### src/hdl/drrm_pkg.sv
// Shared types and constants of the dual sensor rotation rate meter.
// Used by every module of the block; depends on nothing.
`timescale 1ns / 1ps

package drrm_pkg;

  // Rate and timeout constants
  localparam logic [15:0] RATE_NUM   = 16'd60000;
  localparam logic [39:0] TIMEOUT_MS = 40'd60000;

  // Register map: index taken from paddr bit 2
  localparam int unsigned PADDR_W = 3;
  localparam logic REG_PULSE_FACTOR  = 1'b0;
  localparam logic REG_TIMEOUT_RATIO = 1'b1;

  // Item queue between front and back
  localparam int unsigned QUEUE_DEPTH = 2;
  localparam int unsigned QPTR_W      = $clog2(QUEUE_DEPTH);
  localparam int unsigned QCNT_W      = $clog2(QUEUE_DEPTH + 1);

  // Divider retires two quotient bits a cycle; counts are double steps minus one
  localparam logic [3:0] DIV_CNT_NARROW = 4'd7;
  localparam logic [3:0] DIV_CNT_WIDE   = 4'd15;

  // Classified sample
  typedef struct packed {
    logic        pulse;
    logic [31:0] now_ms;
  } drrm_item_t;

  // Divider request and response
  typedef struct packed {
    logic        start;
    logic        wide;
    logic [31:0] num;
    logic [31:0] den;
  } drrm_div_req_t;

  typedef struct packed {
    logic        done;
    logic [31:0] quot;
  } drrm_div_resp_t;

  // Back-end sequencer states
  typedef enum logic [6:0] {
    ST_IDLE  = 7'b0000001,
    ST_RATE  = 7'b0000010,
    ST_SHOWN = 7'b0000100,
    ST_REV   = 7'b0001000,
    ST_MUL   = 7'b0010000,
    ST_CMP   = 7'b0100000,
    ST_DONE  = 7'b1000000
  } drrm_state_e;

endpackage

### src/hdl/drrm_queue.sv
// Short item queue that decouples the front classifier from the back sequencer.
// Depends on drrm_pkg for the item type and depth.
`timescale 1ns / 1ps

module drrm_queue import drrm_pkg::*; (
  input  logic       clk_i,
  input  logic       rst_ni,
  input  logic       wr_i,
  input  drrm_item_t wdata_i,
  output logic       full_o,
  input  logic       rd_i,
  output drrm_item_t rdata_o,
  output logic       empty_o
);

  drrm_item_t             mem_q [QUEUE_DEPTH];
  logic [QPTR_W-1:0]      wptr_q;
  logic [QPTR_W-1:0]      rptr_q;
  logic [QCNT_W-1:0]      cnt_q;
  logic                   do_wr;
  logic                   do_rd;

  assign full_o  = (cnt_q == QCNT_W'(QUEUE_DEPTH));
  assign empty_o = (cnt_q == '0);
  assign do_wr   = wr_i && !full_o;
  assign do_rd   = rd_i && !empty_o;
  assign rdata_o = mem_q[rptr_q];

  // Store written items
  always_ff @(posedge clk_i) begin
    if (do_wr) begin
      mem_q[wptr_q] <= wdata_i;
    end
  end

  // Advance pointers and fill count
  always_ff @(posedge clk_i or negedge rst_ni) begin
    if (!rst_ni) begin
      wptr_q <= '0;
      rptr_q <= '0;
      cnt_q  <= '0;
    end else begin
      if (do_wr) begin
        wptr_q <= (wptr_q == QPTR_W'(QUEUE_DEPTH - 1)) ? '0 : wptr_q + 1'b1;
      end
      if (do_rd) begin
        rptr_q <= (rptr_q == QPTR_W'(QUEUE_DEPTH - 1)) ? '0 : rptr_q + 1'b1;
      end
      case ({do_wr, do_rd})
        2'b10:   cnt_q <= cnt_q + 1'b1;
        2'b01:   cnt_q <= cnt_q - 1'b1;
        default: cnt_q <= cnt_q;
      endcase
    end
  end

endmodule

### src/hdl/drrm_front.sv
// Front end: accepts sensor samples, tracks the arm flag and tags counted pulses.
// Depends on drrm_pkg for the item type.
`timescale 1ns / 1ps

module drrm_front import drrm_pkg::*; (
  input  logic       clk_i,
  input  logic       rst_ni,
  input  logic       push_i,
  input  logic       full_i,
  input  logic       sensor_a_i,
  input  logic       sensor_b_i,
  input  logic [31:0] now_ms_i,
  output logic       wr_o,
  output drrm_item_t item_o
);

  logic armed_q;
  logic armed_d;
  logic take;
  logic both_high;
  logic both_low;

  assign take      = push_i && !full_i;
  assign both_high = sensor_a_i && sensor_b_i;
  assign both_low  = !sensor_a_i && !sensor_b_i;

  // Classify the sample: both low while disarmed counts one pulse
  assign item_o.pulse  = both_low && !armed_q;
  assign item_o.now_ms = now_ms_i;
  assign wr_o          = take;

  // Update the arm flag
  always_comb begin
    armed_d = armed_q;
    if (take) begin
      if (both_high && armed_q) begin
        armed_d = 1'b0;
      end else if (item_o.pulse) begin
        armed_d = 1'b1;
      end
    end
  end

  always_ff @(posedge clk_i or negedge rst_ni) begin
    if (!rst_ni) begin
      armed_q <= 1'b0;
    end else begin
      armed_q <= armed_d;
    end
  end

  // A counted pulse always leaves the flag armed
  a_pulse_arms: assert property (@(posedge clk_i) disable iff (!rst_ni)
    take && item_o.pulse |=> armed_q)
    else $error("pulse did not arm");

endmodule

### src/hdl/drrm_div.sv
// Iterative restoring divider, two quotient bits per cycle, 16 or 32 bit dividend.
// Depends on drrm_pkg for the request and response types.
`timescale 1ns / 1ps

module drrm_div import drrm_pkg::*; (
  input  logic           clk_i,
  input  logic           rst_ni,
  input  drrm_div_req_t  req_i,
  output drrm_div_resp_t resp_o
);

  logic        busy_q;
  logic        done_q;
  logic [3:0]  cnt_q;
  logic [31:0] rem_q;
  logic [31:0] quo_q;
  logic [31:0] den_q;
  logic [32:0] step1;
  logic [32:0] step2;

  // One restoring step: returns {remainder, quotient bit}
  function automatic logic [32:0] div_step(input logic [31:0] rem, input logic nbit,
                                           input logic [31:0] den);
    logic [32:0] trial;
    logic [32:0] diff;
    trial = {rem, nbit};
    diff  = trial - {1'b0, den};
    if (trial >= {1'b0, den}) begin
      div_step = {diff[31:0], 1'b1};
    end else begin
      div_step = {trial[31:0], 1'b0};
    end
  endfunction

  assign step1 = div_step(rem_q, quo_q[31], den_q);
  assign step2 = div_step(step1[32:1], quo_q[30], den_q);

  assign resp_o.done = done_q;
  assign resp_o.quot = quo_q;

  // Control: load on start, count down double steps
  always_ff @(posedge clk_i or negedge rst_ni) begin
    if (!rst_ni) begin
      busy_q <= 1'b0;
      done_q <= 1'b0;
      cnt_q  <= '0;
    end else begin
      done_q <= 1'b0;
      if (req_i.start && !busy_q) begin
        busy_q <= 1'b1;
        cnt_q  <= req_i.wide ? DIV_CNT_WIDE : DIV_CNT_NARROW;
      end else if (busy_q) begin
        cnt_q <= cnt_q - 1'b1;
        if (cnt_q == '0) begin
          busy_q <= 1'b0;
          done_q <= 1'b1;
        end
      end
    end
  end

  // Datapath: shift dividend in, quotient bits out
  always_ff @(posedge clk_i) begin
    if (req_i.start && !busy_q) begin
      rem_q <= '0;
      den_q <= req_i.den;
      quo_q <= req_i.wide ? req_i.num : {req_i.num[15:0], 16'd0};
    end else if (busy_q) begin
      rem_q <= step2[32:1];
      quo_q <= {quo_q[29:0], step1[0], step2[0]};
    end
  end

  // A new division is never launched on top of a running one
  a_no_restart: assert property (@(posedge clk_i) disable iff (!rst_ni)
    req_i.start |-> !busy_q)
    else $error("divider started while busy");

endmodule

### src/hdl/drrm_back.sv
// Back end: sequences rate, shown rate and revolution divisions, the timeout check
// and the result register. Depends on drrm_pkg and drives a drrm_div instance.
`timescale 1ns / 1ps

module drrm_back import drrm_pkg::*; (
  input  logic           clk_i,
  input  logic           rst_ni,
  input  logic           q_empty_i,
  input  drrm_item_t     q_head_i,
  output logic           q_pop_o,
  output drrm_div_req_t  div_req_o,
  input  drrm_div_resp_t div_resp_i,
  input  logic [7:0]     pulse_factor_i,
  input  logic [7:0]     timeout_ratio_i,
  input  logic           pop_i,
  output logic           empty_o,
  output logic           pulse_counted_o,
  output logic [15:0]    pulses_per_minute_o,
  output logic [15:0]    shown_per_minute_o,
  output logic [31:0]    revolutions_o,
  output logic [31:0]    pulse_total_o
);

  drrm_state_e state_q, state_d;
  logic        pulse_q, pulse_d;
  logic [31:0] now_q, now_d;
  logic [31:0] elapsed_q, elapsed_d;
  logic [15:0] raw_q, raw_d;
  logic [15:0] shown_q, shown_d;
  logic [31:0] rev_q, rev_d;
  logic [31:0] pcount_q, pcount_d;
  logic [31:0] start_q, start_d;
  logic [39:0] prod_q, prod_d;
  logic        out_valid_q;
  logic        load_out;
  logic [7:0]  factor;
  logic [31:0] head_elapsed;
  logic        head_late;

  // Zero factor acts as one
  assign factor       = (pulse_factor_i == '0) ? 8'd1 : pulse_factor_i;
  assign head_elapsed = q_head_i.now_ms - start_q;
  assign head_late    = q_head_i.now_ms > start_q;
  assign empty_o      = !out_valid_q;

  // Sequencer
  always_comb begin
    state_d   = state_q;
    pulse_d   = pulse_q;
    now_d     = now_q;
    elapsed_d = elapsed_q;
    raw_d     = raw_q;
    shown_d   = shown_q;
    rev_d     = rev_q;
    pcount_d  = pcount_q;
    start_d   = start_q;
    prod_d    = prod_q;
    q_pop_o   = 1'b0;
    load_out  = 1'b0;
    div_req_o = '0;
    unique case (state_q)
      ST_IDLE: begin
        if (!q_empty_i) begin
          q_pop_o   = 1'b1;
          pulse_d   = q_head_i.pulse;
          now_d     = q_head_i.now_ms;
          elapsed_d = head_elapsed;
          if (q_head_i.pulse) begin
            pcount_d = pcount_q + 32'd1;
            if (head_late) begin
              div_req_o = '{start: 1'b1, wide: 1'b0, num: {16'd0, RATE_NUM},
                            den: head_elapsed};
              state_d   = ST_RATE;
            end else begin
              div_req_o = '{start: 1'b1, wide: 1'b0, num: {16'd0, raw_q},
                            den: {24'd0, factor}};
              state_d   = ST_SHOWN;
            end
          end else begin
            state_d = head_late ? ST_MUL : ST_DONE;
          end
        end
      end
      ST_RATE: begin
        if (div_resp_i.done) begin
          raw_d     = div_resp_i.quot[15:0];
          start_d   = now_q;
          div_req_o = '{start: 1'b1, wide: 1'b0, num: {16'd0, div_resp_i.quot[15:0]},
                        den: {24'd0, factor}};
          state_d   = ST_SHOWN;
        end
      end
      ST_SHOWN: begin
        if (div_resp_i.done) begin
          shown_d   = div_resp_i.quot[15:0];
          div_req_o = '{start: 1'b1, wide: 1'b1, num: pcount_q, den: {24'd0, factor}};
          state_d   = ST_REV;
        end
      end
      ST_REV: begin
        if (div_resp_i.done) begin
          rev_d   = div_resp_i.quot;
          state_d = ST_DONE;
        end
      end
      ST_MUL: begin
        prod_d  = 40'(elapsed_q) * 40'(timeout_ratio_i);
        state_d = ST_CMP;
      end
      ST_CMP: begin
        if (prod_q > TIMEOUT_MS) begin
          raw_d   = '0;
          shown_d = '0;
        end
        state_d = ST_DONE;
      end
      ST_DONE: begin
        if (!out_valid_q || pop_i) begin
          load_out = 1'b1;
          state_d  = ST_IDLE;
        end
      end
      default: state_d = ST_IDLE;
    endcase
  end

  // Control and state registers
  always_ff @(posedge clk_i or negedge rst_ni) begin
    if (!rst_ni) begin
      state_q     <= ST_IDLE;
      raw_q       <= '0;
      shown_q     <= '0;
      rev_q       <= '0;
      pcount_q    <= '0;
      start_q     <= '0;
      out_valid_q <= 1'b0;
    end else begin
      state_q  <= state_d;
      raw_q    <= raw_d;
      shown_q  <= shown_d;
      rev_q    <= rev_d;
      pcount_q <= pcount_d;
      start_q  <= start_d;
      if (load_out) begin
        out_valid_q <= 1'b1;
      end else if (pop_i) begin
        out_valid_q <= 1'b0;
      end
    end
  end

  // Item and result payload
  always_ff @(posedge clk_i) begin
    pulse_q   <= pulse_d;
    now_q     <= now_d;
    elapsed_q <= elapsed_d;
    prod_q    <= prod_d;
    if (load_out) begin
      pulse_counted_o     <= pulse_q;
      pulses_per_minute_o <= raw_q;
      shown_per_minute_o  <= shown_q;
      revolutions_o       <= rev_q;
      pulse_total_o       <= pcount_q;
    end
  end

  // Raw rate never exceeds the one-millisecond rate
  a_raw_bound: assert property (@(posedge clk_i) disable iff (!rst_ni)
    raw_q <= RATE_NUM)
    else $error("raw rate out of range");

  // A taken pulse bumps the pulse count by exactly one
  a_count_step: assert property (@(posedge clk_i) disable iff (!rst_ni)
    (state_q == ST_IDLE) && !q_empty_i && q_head_i.pulse |=>
      pcount_q == $past(pcount_q) + 32'd1)
    else $error("pulse count did not step");

  // A result held but not taken is never overwritten
  a_hold_result: assert property (@(posedge clk_i) disable iff (!rst_ni)
    out_valid_q && !pop_i |-> !load_out)
    else $error("waiting result overwritten");

endmodule

### src/hdl/dual_sensor_rotation_rate_meter.sv
// Rate meter that counts sensor-gap pulses and reports pulses per minute.
// A counted pulse whose timestamp lies past the period start runs three divisions on one
// shared divider retiring two quotient bits a cycle; a counted pulse with a stale
// timestamp skips the first division, and other samples with a timestamp past the period
// start go through the timeout multiply and compare. A two-entry queue behind the sample
// port and one result register let both sides stall independently.
// Registers: pulse_factor at 0x0, timeout_ratio at 0x4; zero pulse_factor acts as one.
// Depends on drrm_pkg, drrm_front, drrm_queue, drrm_div and drrm_back.
`timescale 1ns / 1ps

module dual_sensor_rotation_rate_meter import drrm_pkg::*; (
  input  logic               clk_i,
  input  logic               rst_ni,
  // Configuration port
  input  logic               psel,
  input  logic               penable,
  input  logic               pwrite,
  input  logic [PADDR_W-1:0] paddr,
  input  logic [31:0]        pwdata,
  output logic [31:0]        prdata,
  output logic               pready,
  // Sample input
  input  logic               push,
  output logic               full,
  input  logic               sensor_a_i,
  input  logic               sensor_b_i,
  input  logic [31:0]        now_ms_i,
  // Result output
  output logic               empty,
  input  logic               pop,
  output logic               pulse_counted_o,
  output logic [15:0]        pulses_per_minute_o,
  output logic [15:0]        shown_per_minute_o,
  output logic [31:0]        revolutions_o,
  output logic [31:0]        pulse_total_o
);

  logic           [7:0] pulse_factor_q;
  logic           [7:0] timeout_ratio_q;
  logic                 cfg_wr;
  logic                 q_wr;
  drrm_item_t           q_wdata;
  logic                 q_rd;
  drrm_item_t           q_head;
  logic                 q_empty;
  drrm_div_req_t        div_req;
  drrm_div_resp_t       div_resp;

  assign pready = 1'b1;
  assign cfg_wr = psel && penable && pwrite && pready;

  // Configuration registers
  always_ff @(posedge clk_i or negedge rst_ni) begin
    if (!rst_ni) begin
      pulse_factor_q  <= 8'd1;
      timeout_ratio_q <= 8'd1;
    end else if (cfg_wr) begin
      unique case (paddr[2])
        REG_PULSE_FACTOR:  pulse_factor_q  <= pwdata[7:0];
        REG_TIMEOUT_RATIO: timeout_ratio_q <= pwdata[7:0];
        default: ;
      endcase
    end
  end

  // Register readback
  always_comb begin
    unique case (paddr[2])
      REG_PULSE_FACTOR:  prdata = {24'd0, pulse_factor_q};
      REG_TIMEOUT_RATIO: prdata = {24'd0, timeout_ratio_q};
      default:           prdata = '0;
    endcase
  end

  drrm_front u_front (
    .clk_i      (clk_i),
    .rst_ni     (rst_ni),
    .push_i     (push),
    .full_i     (full),
    .sensor_a_i (sensor_a_i),
    .sensor_b_i (sensor_b_i),
    .now_ms_i   (now_ms_i),
    .wr_o       (q_wr),
    .item_o     (q_wdata)
  );

  drrm_queue u_queue (
    .clk_i   (clk_i),
    .rst_ni  (rst_ni),
    .wr_i    (q_wr),
    .wdata_i (q_wdata),
    .full_o  (full),
    .rd_i    (q_rd),
    .rdata_o (q_head),
    .empty_o (q_empty)
  );

  drrm_div u_div (
    .clk_i  (clk_i),
    .rst_ni (rst_ni),
    .req_i  (div_req),
    .resp_o (div_resp)
  );

  drrm_back u_back (
    .clk_i               (clk_i),
    .rst_ni              (rst_ni),
    .q_empty_i           (q_empty),
    .q_head_i            (q_head),
    .q_pop_o             (q_rd),
    .div_req_o           (div_req),
    .div_resp_i          (div_resp),
    .pulse_factor_i      (pulse_factor_q),
    .timeout_ratio_i     (timeout_ratio_q),
    .pop_i               (pop),
    .empty_o             (empty),
    .pulse_counted_o     (pulse_counted_o),
    .pulses_per_minute_o (pulses_per_minute_o),
    .shown_per_minute_o  (shown_per_minute_o),
    .revolutions_o       (revolutions_o),
    .pulse_total_o       (pulse_total_o)
  );

endmodule

### config.mk
export PLATFORM = sky130hd
export DESIGN_NAME = dual_sensor_rotation_rate_meter
export DESIGN_NICKNAME = d
export VERILOG_FILES = /design/src/hdl/drrm_pkg.sv /design/src/hdl/drrm_queue.sv /design/src/hdl/drrm_front.sv /design/src/hdl/drrm_div.sv /design/src/hdl/drrm_back.sv /design/src/hdl/dual_sensor_rotation_rate_meter.sv
export SDC_FILE = /design/constraint.sdc
export NUM_CORES = 1
export LEC_CHECK = 0
export BUFFER_PORTS_ARGS = -buffer_cell sky130_fd_sc_hd__buf_2
export CAP_MARGIN = 10
export CORE_AREA = 2 2 184 367
export CTS_CLUSTER_DIAMETER = 200
export CTS_CLUSTER_SIZE = 20
export DETAILED_ROUTE_END_ITERATION = 8
export DIE_AREA = 0 0 186 369
export HOLD_SLACK_MARGIN = 0.12
export PLACE_DENSITY = 0.76
export SETUP_SLACK_MARGIN = 0.3
export SKIP_LAST_GASP = 1
export SYNTH_ARGS = -nofsm -noshare
export SYNTH_HDL_FRONTEND = slang
export SYNTH_SLANG_ARGS = --single-unit
### constraint.sdc
create_clock -name clk_i -period 8.39 [get_ports clk_i]
set_input_delay 0.839 -clock clk_i [delete_from_list [all_inputs] [get_ports clk_i]]
set_output_delay 0.839 -clock clk_i [all_outputs]
set_load 0.1 [all_outputs]
---- Yosys cells after proc, flatten, opt, wreduce, memory -nomap -nowiden ----
Memory sizes are Yosys's and may differ from the RTL's.
Cells that the tools add are included.
word-level totals
  register bits ........................... 461
  bits in latches ......................... 0
  memory bits (writable) .................. 66
  memory bits (read-only) ................. 0
  input bits .............................. 76
  output and inout bits ................... 132
  word-level logic and storage cells ...... 146
  memories kept ........................... 1
operators by class
  add/subtract/negate cells ............... 9
  $mul .................................... 1
  div/mod/pow operators ................... 0
  $lt $le $gt $ge ......................... 4
  eq/ne operators ......................... 16
  shift-type cells ........................ 0
  mux-type cells .......................... 48
  bitwise logic cells ..................... 2
  reductions and logical operators ........ 37
memory list
  name           words  bits a word  rd ports  clocked after Yosys merged registers in  wr ports  RTL line          source
  u_queue.mem_q  2      33           1         0                                        1         drrm_queue.sv:16  drrm_item_t mem_q [QUEUE_DEPTH];
operators by type and width
  cell                                                             count
  2-to-1 mux 66 bit                                                4
  one-hot mux 66 bit (3 select lines)                              1
  2-to-1 mux 32 bit                                                3
  subtractor 32 bit                                                3
  >= comparator 33 x 32 -> 1 bit                                   2
  2-to-1 mux 33 bit                                                2
  one-hot mux 16 bit (2 select lines)                              2
  one-hot mux 32 bit (2 select lines)                              1
  2-to-1 mux 7 bit                                                 7
  one-hot mux 7 bit (7 select lines)                               1
  2-to-1 mux 48 bit                                                1
  greater-than comparator 40 x 16 -> 1 bit, second input constant  1
  multiplier 32 x 8 -> 40 bit                                      1
  adder 32 x 1 -> 32 bit, second input constant                    1
  greater-than comparator 32 bit                                   1
  2-to-1 mux 16 bit                                                2
  2-to-1 mux 1 bit                                                 18
  2-to-1 mux 4 bit                                                 3
  AND reduction 2 bit                                              6
  nonzero test 2 bit                                               6
  logical AND 1 bit                                                10
  AND reduction 3 bit                                              3
  zero test 8 bit                                                  1
  2-to-1 mux 8 bit                                                 1
  other kinds (23)                                                 36

---- Longest topological paths before layout ----
  depth in word-level cells ............... 8
  gate-level depth with buffers ........... 26
  mapped depth without buffers ............ 23

---- Modules after synthesis ----
From an unflattened synthesis, not the netlist that was laid out.
unflattened totals
  cell total of the unflattened synthesis .. 3189
  area, all modules ....................... 34043.9 µm²
modules (own cells, without submodules)
  module                           times used  cells an instance  area each (µm²)  sequential area each (µm²)
  drrm_back                        1           2068               22203.8          9470.3
  drrm_div                         1           891                7871.3           2712.6
  drrm_queue                       1           121                2730.1           2082.0
  dual_sensor_rotation_rate_meter  1           70                 924.6            402.9
  drrm_front                       1           39                 314.1            25.0

---- Worst setup path before layout ----
Ideal clock, no wire load.
  path kind ............................... reg2reg
  start ................................... register u_back.state_q[3]
  end ..................................... register u_div.quo_q[21] (data pin)
  setup time .............................. 0.337 ns
  arrival time ............................ 6.782 ns
  data required time ...................... 8.053 ns
  slack ................................... 1.270 ns
  stages on the path, launching flop included .. 9
  path buffers ............................ 2
  period minus slack after synthesis ...... 7.120 ns
  path through ............................ dfrtp_1 -> nor4_1 -> nor4b_2 -> and2_1 -> buf_2 -> o21ai_1 -> clkinv_1 -> buf_1 -> a41oi_1
between the ends
  longest elaborated chain between the ends .. 4
  elaborated cells on any way between the ends .. 7
  those cells by class .................... 3 x eq/ne; 3 x mux; 1 x reduce/logical
RTL lines
  item                                                           RTL line                        source
  start, declared                                                drrm_back.sv:24                 drrm_state_e state_q, state_d;
  start signal, assigned                                         drrm_back.sv:138                state_q <= state_d;
  equality test 7 x 3 -> 1 bit, or another cell as far along     drrm_back.sv:61                 unique case (state_q)
  one-hot mux 66 bit (3 select lines) (*)                        drrm_back.sv:61
  2-to-1 mux 32 bit / logical AND 1 bit (equally long branches)  drrm_div.sv:67, drrm_div.sv:64
  2-to-1 mux 32 bit (*)                                          drrm_div.sv:64                  if (req_i.start && !busy_q) begin
  end signal, assigned                                           drrm_div.sv:67                  quo_q <= req_i.wide ? req_i.num : {req_i.num[15:0], 16'd0};
  end signal, assigned                                           drrm_div.sv:70                  quo_q <= {quo_q[29:0], step1[0], step2[0]};
  end, declared                                                  drrm_div.sv:16                  logic [31:0] quo_q;
Every way passes the cells marked *; elsewhere a longest branch is shown, timed or not.
A chain may end at the register's enable or synchronous reset.

---- Worst setup path after layout ----
  start ................................... register u_div.den_q[5]
  end ..................................... register u_div.rem_q[30]
between the ends
  longest elaborated chain between the ends .. 4
  elaborated cells on any way between the ends .. 6
  those cells by class .................... 2 x add/sub; 2 x order compare; 2 x mux
RTL lines
  item                                                                        RTL line                        source
  start, declared                                                             drrm_div.sv:17                  logic [31:0] den_q;
  start signal, assigned                                                      drrm_div.sv:66                  den_q <= req_i.den;
  subtractor 32 bit / >= comparator 33 x 32 -> 1 bit (equally long branches)  drrm_div.sv:27, drrm_div.sv:28
  2-to-1 mux 33 bit                                                           drrm_div.sv:28                  if (trial >= {1'b0, den}) begin
  subtractor 32 bit / >= comparator 33 x 32 -> 1 bit (equally long branches)  drrm_div.sv:27, drrm_div.sv:28
  2-to-1 mux 33 bit (*)                                                       drrm_div.sv:28
  end signal, assigned                                                        drrm_div.sv:69                  rem_q <= step2[32:1];
  end, declared                                                               drrm_div.sv:15                  logic [31:0] rem_q;
Marked as above.

==> insert_results.sql <==
INSERT INTO impl_metrics (metric_group, metric, value, unit) VALUES
('synthesis', 'synth-edff-count', '332', ''),
('critical_path', 'crit_chain', 'inv_1, ha_1, o21a_1, o211ai_1, a211o_1, a2111o_1, nand2_1, a211o_1, mux2i_1, ha_1, nor2b_1, o21ai_0, a21oi_1, o211ai_1, nand2_1, a211oi_1, o221ai_1, or2_1, a32o_1, a31o_2', ''),
('clock_tree', 'cts_tree', 'yes', ''),
('clock_tree', 'clock_latency', '0.65', 'ns'),
('sta', 'worstMarginPinSlew', '1.20', 'ns'),
('place', 'gp_congestion', '0.950', ''),
('detailed_routing', 'initialDrtViolationCount', '1440', ''),
('critical_path', 'crit_path_max_incr_delay', '0.74', 'ns'),
('detailed_routing', 'finalWirelength', '87700', 'µm'),
('synthesis', 'synth_top_flop_cell', 'edfxtp_1', ''),
('critical_path', 'critical-path-slowest-cell', 'or2_1', ''),
('critical_path', 'critical_path.top_delay_family', 'compound AO/OA/AOI/OAI gates', ''),
('synthesis', 'yosys.cell_types.count', '84', ''),
('clock_tree', 'postCtsSetupRepairBufs', '0', ''),
('floorplan', 'die_area', '0.0686', 'mm²'),
('floorplan', 'initial_utilization', '49.8', '%'),
('synthesis', 'fraction_of_synthesis_flops_using_an_asynchronous_set_or_reset_pin', '30.9', '%'),
('place', 'port_buffers', '156', ''),
('floorplan', 'core_area', '0.0657', 'mm²'),
('floorplan', 'std_cell_rows', '133', ''),
('synthesis', 'yosysWarningCount', '0', ''),
('clock_tree', 'root_buffer', 'clkbuf_16', ''),
('critical_path', 'worstPathArrival', '7.81', 'ns'),
('synthesis', 'synth_cells', '3026', ''),
('floorplan', 'die_width', '186', 'µm'),
('run', 'drv_cap', '0', ''),
('global_route', 'grt_overflow', '0', ''),
('clock_tree', 'clock_sink_count', '527', ''),
('sta', 'hold_violations', '0', ''),
('final_layout', 'fin_util', '53.6', '%'),
('clock_tree', 'post_cts_hold_buffer_count', '0', ''),
('sta', 'slew_viol_final', '0', ''),
('sta', 'totalNegativeSetupSlack', '0', 'ns'),
('detailed_routing', 'drtPass1Iterations', '6', ''),
('critical_path', 'critical_path.n_buffers_inverters', '1', ''),
('sta', 'worst_slew_margin_rel', '19.6', '%'),
('floorplan', 'chipHeight', '369', 'µm'),
('detailed_routing', 'post_drt_via_cell_ratio', '5.84', ''),
('sta', 'skew', '0.0371', 'ns'),
('critical_path', 'worstSetupPathType', 'reg -> reg', ''),
('detailed_routing', 'ant_nets', '0', ''),
('clock_tree', 'clock_tree.htree_level_count', '1', ''),
('detailed_routing', 'route.detailed.wl_per_inst', '21.7', 'µm'),
('critical_path', 'setup.worst_path.start_class', 'flip-flop', ''),
('detailed_routing', 'route.detailed.drc', '0', ''),
('sta', 'fin_crit', '7.26', 'ns'),
('critical_path', 'worst-path-max-fanout', '16', ''),
('sta', 'rsz0062_at_grt', 'no', ''),
('sta', 'period_share', '86.6', '%'),
('clock_tree', 'clk_transition_reported_paths', '0.12', 'ns'),
('place', 'detailedPlacementHpwl', '67100', 'µm'),
('synthesis', 'synth.avg_cell_area', '10.8', 'µm²'),
('sta', 'final_setup_violation_count', '0', ''),
('sta', 'clock.fmax', '138', 'MHz'),
('floorplan', 'io_pins', '208', ''),
('global_route', 'wire_length_of_the_first_global_routing_pass', '135000', 'µm'),
('critical_path', 'worst_setup_path_end_kind', 'flip-flop', ''),
('final_layout', 'layout.nets', '3558', ''),
('clock_tree', 'deepest_clock_path_buffer_count', '3', ''),
('final_layout', 'flow.area_growth_from_synthesis', '7.77', '%'),
('global_route', 'grt_usage', '25.9', '%'),
('global_route', 'grt_max_degree', '89', ''),
('critical_path', 'crit_required', '8.94', 'ns'),
('synthesis', 'yosysSeqAreaShare', '44.9', '%'),
('final_layout', 'drive_above_1_share', '10.9', '%'),
('global_route', 'grt_pass1_vias', '24500', ''),
('global_route', 'number_of_antenna_violations_at_the_first_check_in_global_routing', '7', ''),
('clock_tree', 'post_cts_resize_count', '0', ''),
('synthesis', 'yosys_register_bits', '527', ''),
('outcome', 'outcome', 'complete, no violations', ''),
('min_path', 'min-delay-path-class', 'in -> async', ''),
('synthesis', 'synth_area', '0.0327', 'mm²'),
('clock_tree', 'cts_inserted_buffers', '30', ''),
('detailed_routing', 'detailroute.via_count', '23600', ''),
('critical_path', 'reg2reg_slack', '1.13', 'ns');
[synth_stat cells (8+ instances only)]
cell type | number | area (µm²)
or3_1 | 8 | 50.1
a222oi_1 | 9 | 90.1
mux2_2 | 97 | 1090
and2_1 | 155 | 970
a31o_2 | 8 | 70.1
clkbuf_1 | 84 | 315
a22o_1 | 25 | 219
xor2_1 | 52 | 455
nand2b_1 | 20 | 125
and3_1 | 31 | 194
nor2_1 | 107 | 402
buf_4 | 26 | 195
fa_1 | 183 | 3660
o21ai_0 | 155 | 776
buf_1 | 8 | 30.0
a21oi_1 | 116 | 581
a31oi_1 | 17 | 106
nor4_1 | 12 | 75.1
o31ai_1 | 9 | 67.6
ha_1 | 159 | 1990
a211o_1 | 9 | 78.8
nor3_1 | 40 | 200
dfrtp_1 | 160 | 4000
a211oi_1 | 11 | 82.6
a21o_1 | 65 | 488
dfxtp_1 | 32 | 641
a221oi_1 | 9 | 78.8
inv_1 | 296 | 1110
o21a_1 | 17 | 128
xnor2_1 | 96 | 841
nand2_1 | 384 | 1440
edfxtp_1 | 332 | 9970
mux2i_1 | 16 | 160
a41oi_1 | 8 | 70.1
o211ai_1 | 11 | 82.6
nand4_1 | 24 | 150
nand3b_1 | 14 | 105
nor2b_1 | 17 | 106
o21bai_1 | 16 | 120
nand3_1 | 80 | 400
[cell families (layout without fill, tap and decap cells)]
| kind of cell | Yosys count | in the layout | synth area share, % |
|---|---|---|---|
| and+or+nand+nor | 915 | 915 | 13.5 |
| AOI/OAI and AO/OA | 557 | 557 | 11.3 |
| DFF | 527 | 527 | 44.9 |
| buffers and inverters | 422 | 537 | 5.22 |
| adders and majority gates | 342 | 342 | 17.3 |
| xor gates and xnor gates | 148 | 148 | 3.96 |
| muxes | 113 | 113 | 3.83 |
| other | 2 | 29 | 0.0230 |
[registers in the layout, summed over array words and instances, names as in the netlist, 32 cells and up]
register and count:
u_back.elapsed_q 32, u_back.now_q 32, u_back.pcount_q 32, u_back.prod_q 40
u_back.pulse_total_o 32, u_back.rev_q 32, u_back.revolutions_o 32, u_back.start_q 32
u_div.den_q 32, u_div.quo_q 32, u_div.rem_q 32, u_queue.mem_q 66
[placed cells by master, fill, tap and decap left out, types with 17 or more instances in the layout]
master     synthesis  routed
nor3_1            40      39
nand2b_1          20      20
xnor2_1           96      96
dfrtp_1          160     160
a21o_1            65      65
o21a_1            17      17
buf_2              5     155
and2_1           155     155
clkbuf_16          0      30
o21ai_0          155     155
a21oi_1          116     116
fa_1             183     183
a22o_1            25      25
ha_1             159     159
clkbuf_1          84      24
mux2_2            97      97
and3_1            31      31
nand2_1          384     384
nand3_1           80      80
dfxtp_1           32      32
a31oi_1           17      17
inv_1            296     296
xor2_1            52      52
edfxtp_1         332     332
nand4_1           24      24
nor2_1           107     102
buf_4             26      28
conb_1             2      25
[cell type report]
type	count	area, µm²
fillers	5656	30500
multi-input cells	2100	16500
flip-flops and latches	527	14700
inverters	297	1110
well taps	877	1100
repair buffers	184	997
clock buffers	54	841
clock inverters	2	32.5
diodes	4	10.0
[through the flow]
stage,area (µm²),hold slack (ns),setup WS [ns],instances
2_1_floorplan,32800,0.400,1.27,3049
3_3_place_gp,34400,0.408,1.25,3985
3_5_place_dp,34400,0.424,1.18,3985
4_1_cts,35300,0.312,1.15,4041
5_1_grt,35300,0.348,0.721,4042
6_report,35300,0.256,1.13,4045
[final timing paths]
path	from	endpoint	cells after the start
max	u_div.den_q[5]	u_div.rem_q[30]	20
min	rst_ni	u_back.shown_q[14]	1
max reg2reg	u_div.den_q[5]	u_div.rem_q[30]	20
min reg2reg	u_back.rev_q[24]	u_back.revolutions_o[24]	0
max in group asynchronous	rst_ni	u_queue.wptr_q	2
min in group clk_i	now_ms_i[20]	u_queue.mem_q[1][20]	1
[metal layers]
layer / track usage (%) / share of wire [%] / up-vias
li1: - / - / 10700
met1: 25.9 / 32 / 11700
met2: 47.4 / 53 / 918
met3: 3.73 / 6.0 / 333
met4: 20.0 / 8.9 / 6
met5: 0 / 0.029 / -
[worst register-to-register path: cells and delay by family (launching register included)]
family,cells,cell delay [ns]
compound gates,12,4.32
simple gates,4,1.26
fa+ha+maj,2,0.74
mux,1,0.41
flops,1,0.33
buf+inv,1,0.12
Power is left out: the tool's default activity adds up to more than one toggle a clock period on the data nets, which glitch-free logic cannot reach.
